## config.mk

```make
export PLATFORM = sky130hd
export DESIGN_NAME = keyed_event_rate_limiter_top
export DESIGN_NICKNAME = d
export VERILOG_FILES = /design/src/rtl/core/kerl_pkg.sv /design/src/rtl/core/kerl_ram.sv /design/src/rtl/core/kerl_ctrl.sv /design/src/rtl/core/kerl_dp.sv /design/src/rtl/core/keyed_event_rate_limiter_top.sv
export VERILOG_INCLUDE_DIRS = /design/src /design/src/rtl/core
export SDC_FILE = /design/constraint.sdc
export NUM_CORES = 1
export LEC_CHECK = 0
export ABC_CLOCK_PERIOD_IN_PS = 12900
export BUFFER_PORTS_ARGS = -buffer_cell sky130_fd_sc_hd__clkbuf_2
export CORE_MARGIN = 1.5
export CORE_UTILIZATION = 67
export DETAILED_ROUTE_END_ITERATION = 10
export GPL_TIMING_DRIVEN = 0
export MAX_ROUTING_LAYER = met4
export PLACE_DENSITY = 0.88
export REMOVE_ABC_BUFFERS = 1
export SYNTH_ARGS = -nofsm -noshare
export SYNTH_HDL_FRONTEND = slang
export SYNTH_SLANG_ARGS = --single-unit
```

## constraint.sdc

```tcl
create_clock -name clk -period 12.9 [get_ports clk]
set_input_delay 0 -clock clk [delete_from_list [all_inputs] [get_ports clk]]
set_output_delay 0 -clock clk [all_outputs]
set_load 0.005 [all_outputs]
```

## src/rtl/core/keyed_event_rate_limiter_top_macros.svh

```systemverilog
// ----------------------------------------------------------------------------
// keyed_event_rate_limiter_top_macros.svh
// assertion macros used by the rate limiter datapath
// ----------------------------------------------------------------------------
`ifndef KEYED_EVENT_RATE_LIMITER_TOP_MACROS_SVH
`define KEYED_EVENT_RATE_LIMITER_TOP_MACROS_SVH

// same-cycle implication, disabled in reset
`define KERL_ASSERT_NOW(label, clk, rst_n, ante, cons) \
    label: assert property (@(posedge clk) disable iff (!rst_n) (ante) |-> (cons)) \
        else $error("kerl assertion failed");

// next-cycle implication, disabled in reset
`define KERL_ASSERT_NEXT(label, clk, rst_n, ante, cons) \
    label: assert property (@(posedge clk) disable iff (!rst_n) (ante) |=> (cons)) \
        else $error("kerl assertion failed");

`endif

```

## src/rtl/core/kerl_pkg.sv

```systemverilog
// ----------------------------------------------------------------------------
// kerl_pkg
// types and constants of the keyed event rate limiter
// ----------------------------------------------------------------------------
package kerl_pkg;

    localparam int KEY_ID_W = 16;
    localparam int TIME_W   = 32;
    localparam int COUNT_W  = 32;

    localparam logic CMD_CHECK = 1'b0;
    localparam logic CMD_CLEAR = 1'b1;

    typedef struct packed {
        logic                command;
        logic                key_present;
        logic [KEY_ID_W-1:0] key_id;
        logic [TIME_W-1:0]   window_ms;
        logic [TIME_W-1:0]   now_ms;
    } req_t;

    typedef struct packed {
        logic               allow;
        logic [COUNT_W-1:0] suppressed_count;
    } res_t;

    typedef enum logic [1:0] {
        ST_IDLE,
        ST_SCAN,
        ST_EXEC,
        ST_RESP
    } state_t;

    typedef struct packed {
        logic take_item;
        logic scan_en;
        logic commit;
        logic reply;
    } ctl_cmd_t;

    typedef struct packed {
        logic req_check;
        logic scan_done;
        logic out_free;
    } dp_sts_t;

endpackage

```

## src/rtl/core/kerl_ram.sv

```systemverilog
// ----------------------------------------------------------------------------
// kerl_ram
// generic single write, single read ram with registered read data
// ----------------------------------------------------------------------------
module kerl_ram #(
    parameter int WIDTH = 8,
    parameter int DEPTH = 8,
    parameter int AW    = (DEPTH > 1) ? $clog2(DEPTH) : 1
) (
    input  logic             clk,
    input  logic             we,
    input  logic [AW-1:0]    wr_addr,
    input  logic [WIDTH-1:0] wr_data,
    input  logic             rd_en,
    input  logic [AW-1:0]    rd_addr,
    output logic [WIDTH-1:0] rd_data
);

    logic [WIDTH-1:0] mem [DEPTH];
    logic [WIDTH-1:0] rd_data_reg;

    always_ff @(posedge clk)
    begin
        if (we)
        begin
            mem[wr_addr] <= wr_data;
        end
        if (rd_en)
        begin
            rd_data_reg <= mem[rd_addr];
        end
    end

    assign rd_data = rd_data_reg;

endmodule

```

## src/rtl/core/kerl_ctrl.sv

```systemverilog
// ----------------------------------------------------------------------------
// kerl_ctrl
// sequencer: accept, slot scan, commit and reply
// ----------------------------------------------------------------------------
module kerl_ctrl
    import kerl_pkg::*;
(
    input  logic     clk,
    input  logic     rst_n,
    input  logic     req_valid,
    output logic     req_stall,
    input  dp_sts_t  sts,
    output ctl_cmd_t cmd
);

    state_t state_reg;
    state_t state_next;

    always_ff @(posedge clk or negedge rst_n)
    begin
        if (!rst_n)
        begin
            state_reg <= ST_IDLE;
        end
        else
        begin
            state_reg <= state_next;
        end
    end

    always_comb
    begin
        state_next = state_reg;
        cmd        = '0;
        req_stall  = 1'b1;
        case (state_reg)
            ST_IDLE:
            begin
                req_stall     = 1'b0;
                cmd.take_item = req_valid;
                if (req_valid)
                begin
                    state_next = sts.req_check ? ST_SCAN : ST_RESP;
                end
            end
            ST_SCAN:
            begin
                cmd.scan_en = 1'b1;
                if (sts.scan_done)
                begin
                    state_next = ST_EXEC;
                end
            end
            ST_EXEC:
            begin
                if (sts.out_free)
                begin
                    cmd.commit = 1'b1;
                    state_next = ST_IDLE;
                end
            end
            ST_RESP:
            begin
                if (sts.out_free)
                begin
                    cmd.reply  = 1'b1;
                    state_next = ST_IDLE;
                end
            end
            default:
            begin
                state_next = ST_IDLE;
            end
        endcase
    end

endmodule

```

## src/rtl/core/kerl_dp.sv

```systemverilog
// ----------------------------------------------------------------------------
// kerl_dp
// slot table, scan pipeline, window check and output word register
// ----------------------------------------------------------------------------
`include "keyed_event_rate_limiter_top_macros.svh"

module kerl_dp
    import kerl_pkg::*;
#(
    parameter int SLOTS    = 8,
    parameter int KEY_BITS = 16
) (
    input  logic     clk,
    input  logic     rst_n,
    input  req_t     req,
    input  ctl_cmd_t cmd,
    output dp_sts_t  sts,
    output logic     rsp_valid,
    input  logic     rsp_stall,
    output res_t     rsp
);

    localparam int KW       = (KEY_BITS < KEY_ID_W) ? KEY_BITS : KEY_ID_W;
    localparam int IW       = (SLOTS > 1) ? $clog2(SLOTS) : 1;
    localparam int ENTRY_W  = KW + TIME_W + COUNT_W;
    localparam logic [IW-1:0] LAST_IDX = IW'(SLOTS - 1);

    req_t                 item_reg;
    logic [SLOTS-1:0]     valid_reg;
    logic [IW-1:0]        rd_idx_reg;
    logic [IW-1:0]        cmp_idx_reg;
    logic                 cmp_vld_reg;
    logic                 issue_done_reg;
    logic                 found_reg;
    logic [IW-1:0]        sel_idx_reg;
    logic [TIME_W-1:0]    sel_time_reg;
    logic [COUNT_W-1:0]   sel_count_reg;
    logic                 free_found_reg;
    logic [IW-1:0]        free_idx_reg;
    logic                 rsp_valid_reg;
    res_t                 rsp_reg;

    logic                 rd_en;
    logic [ENTRY_W-1:0]   rd_data;
    logic [KW-1:0]        rd_key;
    logic [TIME_W-1:0]    rd_time;
    logic [COUNT_W-1:0]   rd_count;
    logic                 hit;
    logic [KW-1:0]        item_key;

    logic [IW-1:0]        slot;
    logic [TIME_W-1:0]    cur_time;
    logic [COUNT_W-1:0]   cur_count;
    logic [TIME_W-1:0]    elapsed;
    logic [TIME_W-1:0]    new_time;
    logic [COUNT_W-1:0]   new_count;
    res_t                 res;
    logic [ENTRY_W-1:0]   wr_data;

    assign item_key = item_reg.key_id[KW-1:0];
    assign rd_key   = rd_data[ENTRY_W-1 -: KW];
    assign rd_time  = rd_data[COUNT_W +: TIME_W];
    assign rd_count = rd_data[COUNT_W-1:0];
    assign rd_en    = cmd.scan_en && !issue_done_reg;
    assign hit      = cmp_vld_reg && valid_reg[cmp_idx_reg] && (rd_key == item_key);

    assign sts.req_check = (req.command == CMD_CHECK) && req.key_present;
    assign sts.scan_done = hit || (cmp_vld_reg && (cmp_idx_reg == LAST_IDX));
    assign sts.out_free  = !rsp_valid_reg || !rsp_stall;

    kerl_ram #(
        .WIDTH (ENTRY_W),
        .DEPTH (SLOTS),
        .AW    (IW)
    ) u_slot_ram (
        .clk     (clk),
        .we      (cmd.commit),
        .wr_addr (slot),
        .wr_data (wr_data),
        .rd_en   (rd_en),
        .rd_addr (rd_idx_reg),
        .rd_data (rd_data)
    );

    // window check on the chosen slot
    always_comb
    begin
        slot      = found_reg ? sel_idx_reg : (free_found_reg ? free_idx_reg : '0);
        cur_time  = found_reg ? sel_time_reg : '0;
        cur_count = found_reg ? sel_count_reg : '0;
        elapsed   = item_reg.now_ms - cur_time;
        res       = '0;
        new_time  = cur_time;
        new_count = cur_count;
        if (cur_time == '0)
        begin
            res.allow = 1'b1;
            new_time  = item_reg.now_ms;
        end
        else if (elapsed < item_reg.window_ms)
        begin
            new_count = cur_count + COUNT_W'(1);
        end
        else
        begin
            res.allow            = 1'b1;
            res.suppressed_count = cur_count;
            new_count            = '0;
            new_time             = item_reg.now_ms;
        end
        wr_data = {item_key, new_time, new_count};
    end

    always_ff @(posedge clk)
    begin
        if (cmd.take_item)
        begin
            item_reg <= req;
        end
        if (cmd.scan_en && hit)
        begin
            sel_idx_reg   <= cmp_idx_reg;
            sel_time_reg  <= rd_time;
            sel_count_reg <= rd_count;
        end
        if (cmd.scan_en && cmp_vld_reg && !valid_reg[cmp_idx_reg] && !free_found_reg)
        begin
            free_idx_reg <= cmp_idx_reg;
        end
        if (rd_en)
        begin
            cmp_idx_reg <= rd_idx_reg;
        end
        if (cmd.commit)
        begin
            rsp_reg <= res;
        end
        else if (cmd.reply)
        begin
            rsp_reg.allow            <= (item_reg.command == CMD_CHECK);
            rsp_reg.suppressed_count <= '0;
        end
    end

    always_ff @(posedge clk or negedge rst_n)
    begin
        if (!rst_n)
        begin
            valid_reg      <= '0;
            rd_idx_reg     <= '0;
            cmp_vld_reg    <= 1'b0;
            issue_done_reg <= 1'b0;
            found_reg      <= 1'b0;
            free_found_reg <= 1'b0;
            rsp_valid_reg  <= 1'b0;
        end
        else
        begin
            if (cmd.take_item)
            begin
                rd_idx_reg     <= '0;
                cmp_vld_reg    <= 1'b0;
                issue_done_reg <= 1'b0;
                found_reg      <= 1'b0;
                free_found_reg <= 1'b0;
            end
            else if (cmd.scan_en)
            begin
                cmp_vld_reg <= rd_en;
                if (rd_en)
                begin
                    if (rd_idx_reg == LAST_IDX)
                    begin
                        issue_done_reg <= 1'b1;
                    end
                    else
                    begin
                        rd_idx_reg <= rd_idx_reg + IW'(1);
                    end
                end
                if (hit)
                begin
                    found_reg <= 1'b1;
                end
                if (cmp_vld_reg && !valid_reg[cmp_idx_reg])
                begin
                    free_found_reg <= 1'b1;
                end
            end
            if (cmd.commit)
            begin
                valid_reg[slot] <= 1'b1;
            end
            else if (cmd.reply && (item_reg.command == CMD_CLEAR))
            begin
                valid_reg <= '0;
            end
            if (cmd.commit || cmd.reply)
            begin
                rsp_valid_reg <= 1'b1;
            end
            else if (!rsp_stall)
            begin
                rsp_valid_reg <= 1'b0;
            end
        end
    end

    assign rsp_valid = rsp_valid_reg;
    assign rsp       = rsp_reg;

    `KERL_ASSERT_NOW(a_write_needs_room, clk, rst_n, cmd.commit || cmd.reply, sts.out_free)
    `KERL_ASSERT_NOW(a_hit_slot_valid, clk, rst_n, cmd.commit && found_reg,
        valid_reg[sel_idx_reg])
    `KERL_ASSERT_NEXT(a_clear_empties, clk, rst_n,
        cmd.reply && (item_reg.command == CMD_CLEAR), valid_reg == '0)
    `KERL_ASSERT_NEXT(a_commit_marks, clk, rst_n, cmd.commit, valid_reg != '0)

endmodule

```

## src/rtl/core/keyed_event_rate_limiter_top.sv

```systemverilog
// ----------------------------------------------------------------------------
// keyed_event_rate_limiter_top
// keyed event rate limiter with per-key suppression count
// ----------------------------------------------------------------------------
// Handles one request word at a time. A check with a key scans the slot table
// one read per cycle, which sets the latency. Its result word reaches the
// output register after the slot reads, the registered read data compare and
// a commit step that waits while the output register still holds an
// unaccepted result. The scan ends early when the key matches an early slot.
// The result of a clear or of a check without a key is written to the output
// register from the reply state, which waits the same way. A finished result
// waits in the output register while the next request is accepted. After
// reset the table is empty, and no clearing pass is needed.
// ----------------------------------------------------------------------------
module keyed_event_rate_limiter_top
    import kerl_pkg::*;
#(
    parameter int SLOTS    = 8,
    parameter int KEY_BITS = 16
) (
    input  logic clk,
    input  logic rst_n,
    input  logic req_valid,
    output logic req_stall,
    input  req_t req,
    output logic rsp_valid,
    input  logic rsp_stall,
    output res_t rsp
);

    ctl_cmd_t cmd;
    dp_sts_t  sts;

    kerl_ctrl u_ctrl (
        .clk       (clk),
        .rst_n     (rst_n),
        .req_valid (req_valid),
        .req_stall (req_stall),
        .sts       (sts),
        .cmd       (cmd)
    );

    kerl_dp #(
        .SLOTS    (SLOTS),
        .KEY_BITS (KEY_BITS)
    ) u_dp (
        .clk       (clk),
        .rst_n     (rst_n),
        .req       (req),
        .cmd       (cmd),
        .sts       (sts),
        .rsp_valid (rsp_valid),
        .rsp_stall (rsp_stall),
        .rsp       (rsp)
    );

endmodule
```

==> results.py, run 1 <==
metrics = {
    "sta": {
        "setup_slack_ps": 3950,
        "tightestPinTransition_ps": 1160,
        "tns_ps": 0,
        "hold_viol_final": 0,
        "max_slew_margin_pct": 21.8,
        "rsz0062_at_grt": "false",
        "finalMaxSlewViolations": 0,
        "setup_violations": 0,
        "max_freq_mhz": 112,
        "period_needed_ps": 8950,
        "period_share_pct": 69.3,
        "finClkSkew_ps": 34.5,
    },
    "routing": {
        "ant_nets": 0,
        "dr.pass1.iters": 7,
        "wl_per_cell_um": 32.7,
        "via_per_inst": 7.26,
        "drtIter0Drc": 3366,
        "dr_total_vias": 21733,
        "routed_wl_um": 97900,
        "drc": 0,
    },
    "logic_synthesis": {
        "synth_top_area_share_pct": 73.4,
        "synth_ff_type": "edfxtp_1",
        "syn_area_per_cell_sq_um": 19.0,
        "synth.area.top_cells": "edfxtp_1, mux4_2, mux2_2",
        "syn_inst": 1957,
        "synth_area_leader_cell": "edfxtp_1",
        "synth_area_sq_um": 37100,
        "ys_seq_area_share_pct": 74.6,
        "synth_seq_cells": 925,
        "yosysMostFrequentCell": "edfxtp_1",
        "synthArstFlopShare_pct": 1.95,
        "synth_common_cells": "edfxtp_1, mux4_2, mux2_2",
        "synth_edf_count": 907,
        "ys_warn_count": 0,
        "ys_types": 61,
    },
    "grt": {
        "grt_pass1_vias": 22153,
        "grt_max_degree": 71,
        "use_met2_pct": 57.7,
        "grt_overflow": 0,
        "busiest_layer": "met2",
        "grt_util_met1_pct": 44.9,
        "use_met3_pct": 7.76,
        "track_usage_pct": 36.4,
        "grt_pass1_wl_um": 144000,
        "grt_antenna_before_repair": 3,
    },
    "place": {
        "placed_area_sq_um": 39400,
        "io_buffers": 120,
        "pre_cts_slack_ps": 5000,
        "place_congestion": 0.886,
        "dp_hpwl_um": 48700,
    },
    "worst_setup_path": {
        "critPathMaxFanout": 41,
        "worstPathRequired_ps": 13180,
        "critical_path_class": "reg2reg",
        "cp-start-kind": "flop",
        "cp-end-kind": "flop",
        "crit_arrival_ps": 9220,
    },
    "clocking": {
        "clk_pin_slew_ps": 70,
        "cts_tree": "yes",
        "post_cts_resized": 0,
        "cts-htree-levels": 3,
        "cts_buffer_depth": 3,
        "post_cts_buffers": 0,
        "clock_sink_count": 925,
        "cts_hold_buf": 86,
        "clock_latency_ps": 650,
        "numCtsBuffers": 88,
        "clockRootBuffer": "clkbuf_16",
    },
    "finish": {
        "nFillCells": 2428,
        "drive_gt1_share_pct": 24.6,
        "seq_area_sq_um": 27700,
        "areaGrowthSynthToFinish_pct": 16.0,
        "largest_register_ffs": 640,
        "fin_nets": 2371,
        "postLayoutCellArea_sq_um": 43100,
        "multi_input_area_sq_um": 9030,
    },
    "floorplan": {
        "initial_core_util_pct": 67.6,
        "die_y_um": 238,
        "die-area_sq_um": 56800,
        "io_pins": 121,
        "core-area_sq_um": 54900,
        "rows": 86,
        "fp.dieW_um": 238,
    },
    "power_and_ir_drop": {
        "p_per_area_nw_per_um2": 230,
        "vdd_drop_max_uv": 159,
        "p_leak_nw": 14.6,
    },
    "min_path": {
        "hp-class": "in2reg",
    },
    "run_status": {
        "status": "complete, no violations",
    },
    "flow_run": {
        "cap_violations": 0,
    },
}
[critical path: stages (launching register included)]
cell and delay (ps):
dfrtp_2 940, buf_12 310, and2_1 230, ha_1 200, inv_1 80, fa_1 480
a211oi_1 400, o21ai_0 520, a22oi_1 400, a21oi_1 200, o41ai_1 630, o21a_1 300
mux2i_1 200, nand2_1 70, ha_1 290, nand4_1 190, nor3_1 570, nand2_1 170
a211oi_1 300, o41a_2 810, nand2b_1 800, nor2_1 370
[path summary, 6_finish.rpt]
| check | startpoint | to | slack (ps) | cells past startpoint |
|---|---|---|---|---|
| min in group asynchronous | rst_n | u_dp.valid_reg[7]$_DFFE_PN0P_ | 560 | 3 |
| max in group asynchronous | rst_n | u_dp.rd_idx_reg[0]$_DFFE_PN0P_ | 11700 | 3 |
| hold reg to reg | u_dp.u_slot_ram.rd_data[40]$_DFFE_PP_ | u_dp.sel_time_reg[8]$_DFFE_PP_ | 410 | 0 |
| setup reg to reg | u_dp.found_reg$_DFFE_PN0P_ | u_dp.u_slot_ram.mem[7][28]$_DFFE_PP_ | 3950 | 21 |
| setup / recovery | u_dp.found_reg$_DFFE_PN0P_ | u_dp.u_slot_ram.mem[7][28]$_DFFE_PP_ | 3950 | 21 |
| hold / removal | req[11] | u_dp.item_reg[11]$_DFFE_PP_ | 60 | 2 |
[kinds of logic (layout without fill, tap and decap cells)]
group | after synthesis | count (layout) | share of synthesized area [%]
DFF | 925 | 925 | 74.6
and+or+nand+nor | 304 | 304 | 4.15
muxes | 251 | 251 | 12.5
AOI/OAI and AO/OA | 218 | 218 | 3.50
buffers and inverters | 123 | 454 | 1.35
xor gates and xnor gates | 69 | 69 | 1.63
adders and majority gates | 67 | 67 | 2.28
other | 0 | 3 | 0
[layout make-up]
cell class                      instances  area share, %
Timing Repair Buffer                  249           5.71
Multi-Input combinational cell        909           21.0
Tap cell                              704           2.05
Inverter                               45          0.392
Clock buffer                          113           5.55
Antenna cell                            3         0.0174
Sequential cell                       925           64.3
Clock inverter                         47          0.988
[cell usage in the layout, fill, tap and decap left out, types with 17 or more instances in the layout]
cell           synthesis  final
a21o_1                32     32
a21oi_1               51     50
and3_1                44     41
buf_12                 0     25
buf_16                 0     18
clkbuf_1              54     19
clkbuf_16              0     91
clkbuf_2               0    120
dlygate4sd3_1          0     86
edfxtp_1             907    907
ha_1                  66     66
inv_1                 45     45
mux2_2                82     82
mux4_2               162    162
nand2_1               79     79
nand3_1               25     25
nand4_1               22     22
nor2_1                61     53
nor3_1                17     17
o21ai_0               62     62
o21ai_1               33     32
xnor2_1               47     47
xor2_1                22     22
[layer usage]
layer	share of wire [%]	wire length, um
met1	33	32800
met2	49	48100
met3	11	11100
met4	6.1	5960
met5	0	0
[per-stage QoR]
| stage | total power, mW | hold slack, ps | std cells | util (%) |
|---|---|---|---|---|
| floorplan | 6.31 | -296 | 1879 | - |
| global placement | 7.12 | -50.7 | 2703 | 69.7 |
| detailed placement | 7.06 | -34.0 | 2746 | 71.8 |
| CTS | 9.77 | 55.1 | 2992 | 78.5 |
| global route | 10.2 | 75.0 | 2995 | 78.5 |
| finish | 9.90 | 64.1 | 2995 | 78.5 |
[power by group]
group,switching (mW),leakage (nW),internal [mW]
logic,1.73,4.67,1.16
clock network,1.15,1.38,1.45
registers,0.291,8.53,4.13
total,3.17,14.6,6.74
(Power assumes the default switching activity.)
==> run 2: changes to the inputs <==
Settings changed: ABC_CLOCK_PERIOD_IN_PS 12900 to 9130, CORE_UTILIZATION 67 to 62, PLACE_DENSITY 0.88 to 0.83.
Clock period 12.9 ns to 9.13 ns, I/O delays scaled along.
==> run 2 against run 1 <==
The run now ends with design-rule violations left. Wire length is 12% lower. Sequential power increased by 40%. Critical path depth did not move. Global-route usage is 6.5 points lower. Worst setup slack got worse by 3300 ps. Die area rose by 8.0%. Sequential share of layout area down 0.089 points. Largest cell class unchanged.
==> results.py, run 2 (synthesis gave the netlist of run 1 again) <==
metrics = {
    "run_status": {
        "status": "finished with violations",
        "violations": "design-rule violations",
    },
    "sta": {
        "setup_violations": 0,
        "fin_hold_ws_ps": 64.4,
        "max_freq_mhz": 118,
        "tns_ps": 0,
        "period_share_pct": 92.8,
        "finalMaxSlewViolations": 0,
        "hold_viol_final": 0,
        "tightestPinTransition_ps": 1090,
        "max_slew_margin_pct": 26.9,
        "rsz0062_at_grt": "false",
        "period_needed_ps": 8470,
        "finClkSkew_ps": 33.7,
    },
    "grt": {
        "grt_pass1_vias": 21277,
        "grt_antenna_before_repair": 1,
        "grt_overflow": 0,
        "grt_pass1_wl_um": 129000,
        "grt_max_degree": 55,
        "track_usage_pct": 29.9,
    },
    "finish": {
        "final_common_cell": "edfxtp_1",
        "final_cells": 3067,
        "fin_nets": 2375,
        "largest_register_ffs": 640,
        "areaGrowthSynthToFinish_pct": 16.2,
        "final_cell_mix": "edfxtp_1, mux4_2, clkbuf_2",
        "drive_gt1_share_pct": 24.9,
    },
    "clocking": {
        "clock_latency_ps": 670,
        "clockRootBuffer": "clkbuf_16",
        "post_cts_resized": 0,
        "clk_pin_slew_ps": 70,
        "cts-htree-levels": 3,
        "post_cts_buffers": 0,
        "numCtsBuffers": 90,
        "cts_buffer_depth": 3,
        "cts_tree": "yes",
        "clock_sink_count": 925,
    },
    "routing": {
        "drtIter0Drc": 2313,
        "ant_nets": 0,
        "via_per_inst": 6.62,
        "dr.pass1.iters": 10,
        "wl_per_cell_um": 28.1,
        "routed_wl_um": 86200,
        "dr_total_vias": 20307,
        "drc": 16,
    },
    "floorplan": {
        "rows": 89,
        "io_pins": 121,
        "core-area_sq_um": 59100,
        "die_y_um": 248,
        "initial_core_util_pct": 62.8,
        "fp.dieW_um": 248,
        "die-area_sq_um": 61300,
    },
    "place": {
        "io_buffers": 120,
        "dp_hpwl_um": 47000,
        "placedCellCount": 2817,
        "place_congestion": 0.859,
    },
    "worst_setup_path": {
        "cp-start-kind": "flop",
        "worstPathRequired_ps": 9440,
        "critPathMaxFanout": 45,
        "crit_arrival_ps": 8780,
        "cp-end-kind": "flop",
        "critical_path_class": "reg2reg",
        "r2r_cells": 21,
    },
    "flow_run": {
        "cap_violations": 0,
    },
    "power_and_ir_drop": {
        "vdd_drop_max_uv": 196,
        "p_leak_nw": 14.6,
        "p_per_area_nw_per_um2": 315,
    },
    "min_path": {
        "min_path_cells": 2,
        "hp-class": "in2reg",
    },
}
[run 2: through the flow]
| step | instance area (sq um) | power, mW | utilization (%) | worst slack [ps] |
|---|---|---|---|---|
| floorplan | 36800 | 8.91 | - | 1770 |
| global placement | 38400 | 10.1 | 64.9 | -1640 |
| detailed placement | 39500 | 9.96 | 66.8 | 998 |
| CTS | 43100 | 13.6 | 72.9 | 859 |
| global route | 43100 | 14.1 | 72.9 | 334 |
| finish | 43100 | 13.6 | 72.9 | 659 |
[run 2: per-layer routing]
metal / share of wire (%) / GRT usage (%)
met5: 0 / -
met4: 4.0 / 11.9
met3: 8.6 / 5.26
met2: 51 / 49.0
met1: 36 / 37.4
[run 2: cell type report]
cell class	count	area (sq um)
Fill cell	3101	16000
Clock inverter	53	388
Multi-Input combinational cell	909	9030
Timing Repair Buffer	251	2500
Sequential cell	925	27700
Clock buffer	110	2360
Tap cell	773	967
Antenna cell	1	2.50
Inverter	45	169
[run 2: worst paths after layout]
path,from,end,slack [ps]
min,req[78],u_dp.item_key[14]$_DFFE_PP_,60
min in group asynchronous,rst_n,u_dp.valid_reg[0]$_DFFE_PN0P_,530
min reg2reg,u_dp.u_slot_ram.rd_data[2]$_DFFE_PP_,u_dp.sel_count_reg[2]$_DFFE_PP_,420
max,u_dp.found_reg$_DFFE_PN0P_,u_dp.u_slot_ram.mem[4][6]$_DFFE_PP_,660
max reg2reg,u_dp.found_reg$_DFFE_PN0P_,u_dp.u_slot_ram.mem[4][6]$_DFFE_PP_,660
max in group asynchronous,rst_n,u_dp.rd_idx_reg[1]$_DFFE_PN0P_,7960
[run 2: critical path: stages (launching register included)]
cell and delay [ps]:
dfrtp_2 830, buf_12 340, and2_1 230, ha_1 170, inv_1 50, fa_1 460, a211oi_1 290, o21ai_0 260
a22oi_1 270, a21oi_1 190, o41ai_1 540, o21a_1 310, mux2i_1 200, nand2_1 70, ha_1 300, nand4_1 190
nor3_1 500, nand2_1 230, a211oi_1 550, o41a_2 850, nand2b_1 830, nor2_1 360
[run 2: repair_timing]
action | in CTS | in global routing
setup endpoints to repair | 0 | 0
hold buffers | 86 | 0
endpoints found under the hold margin | 135 | 0
[run 2: report_power, final]
part	switching, mW	internal (mW)	total, mW
Sequential	0.354	5.83	6.19
Combinational	2.26	1.62	3.88
Clock	1.58	1.93	3.51
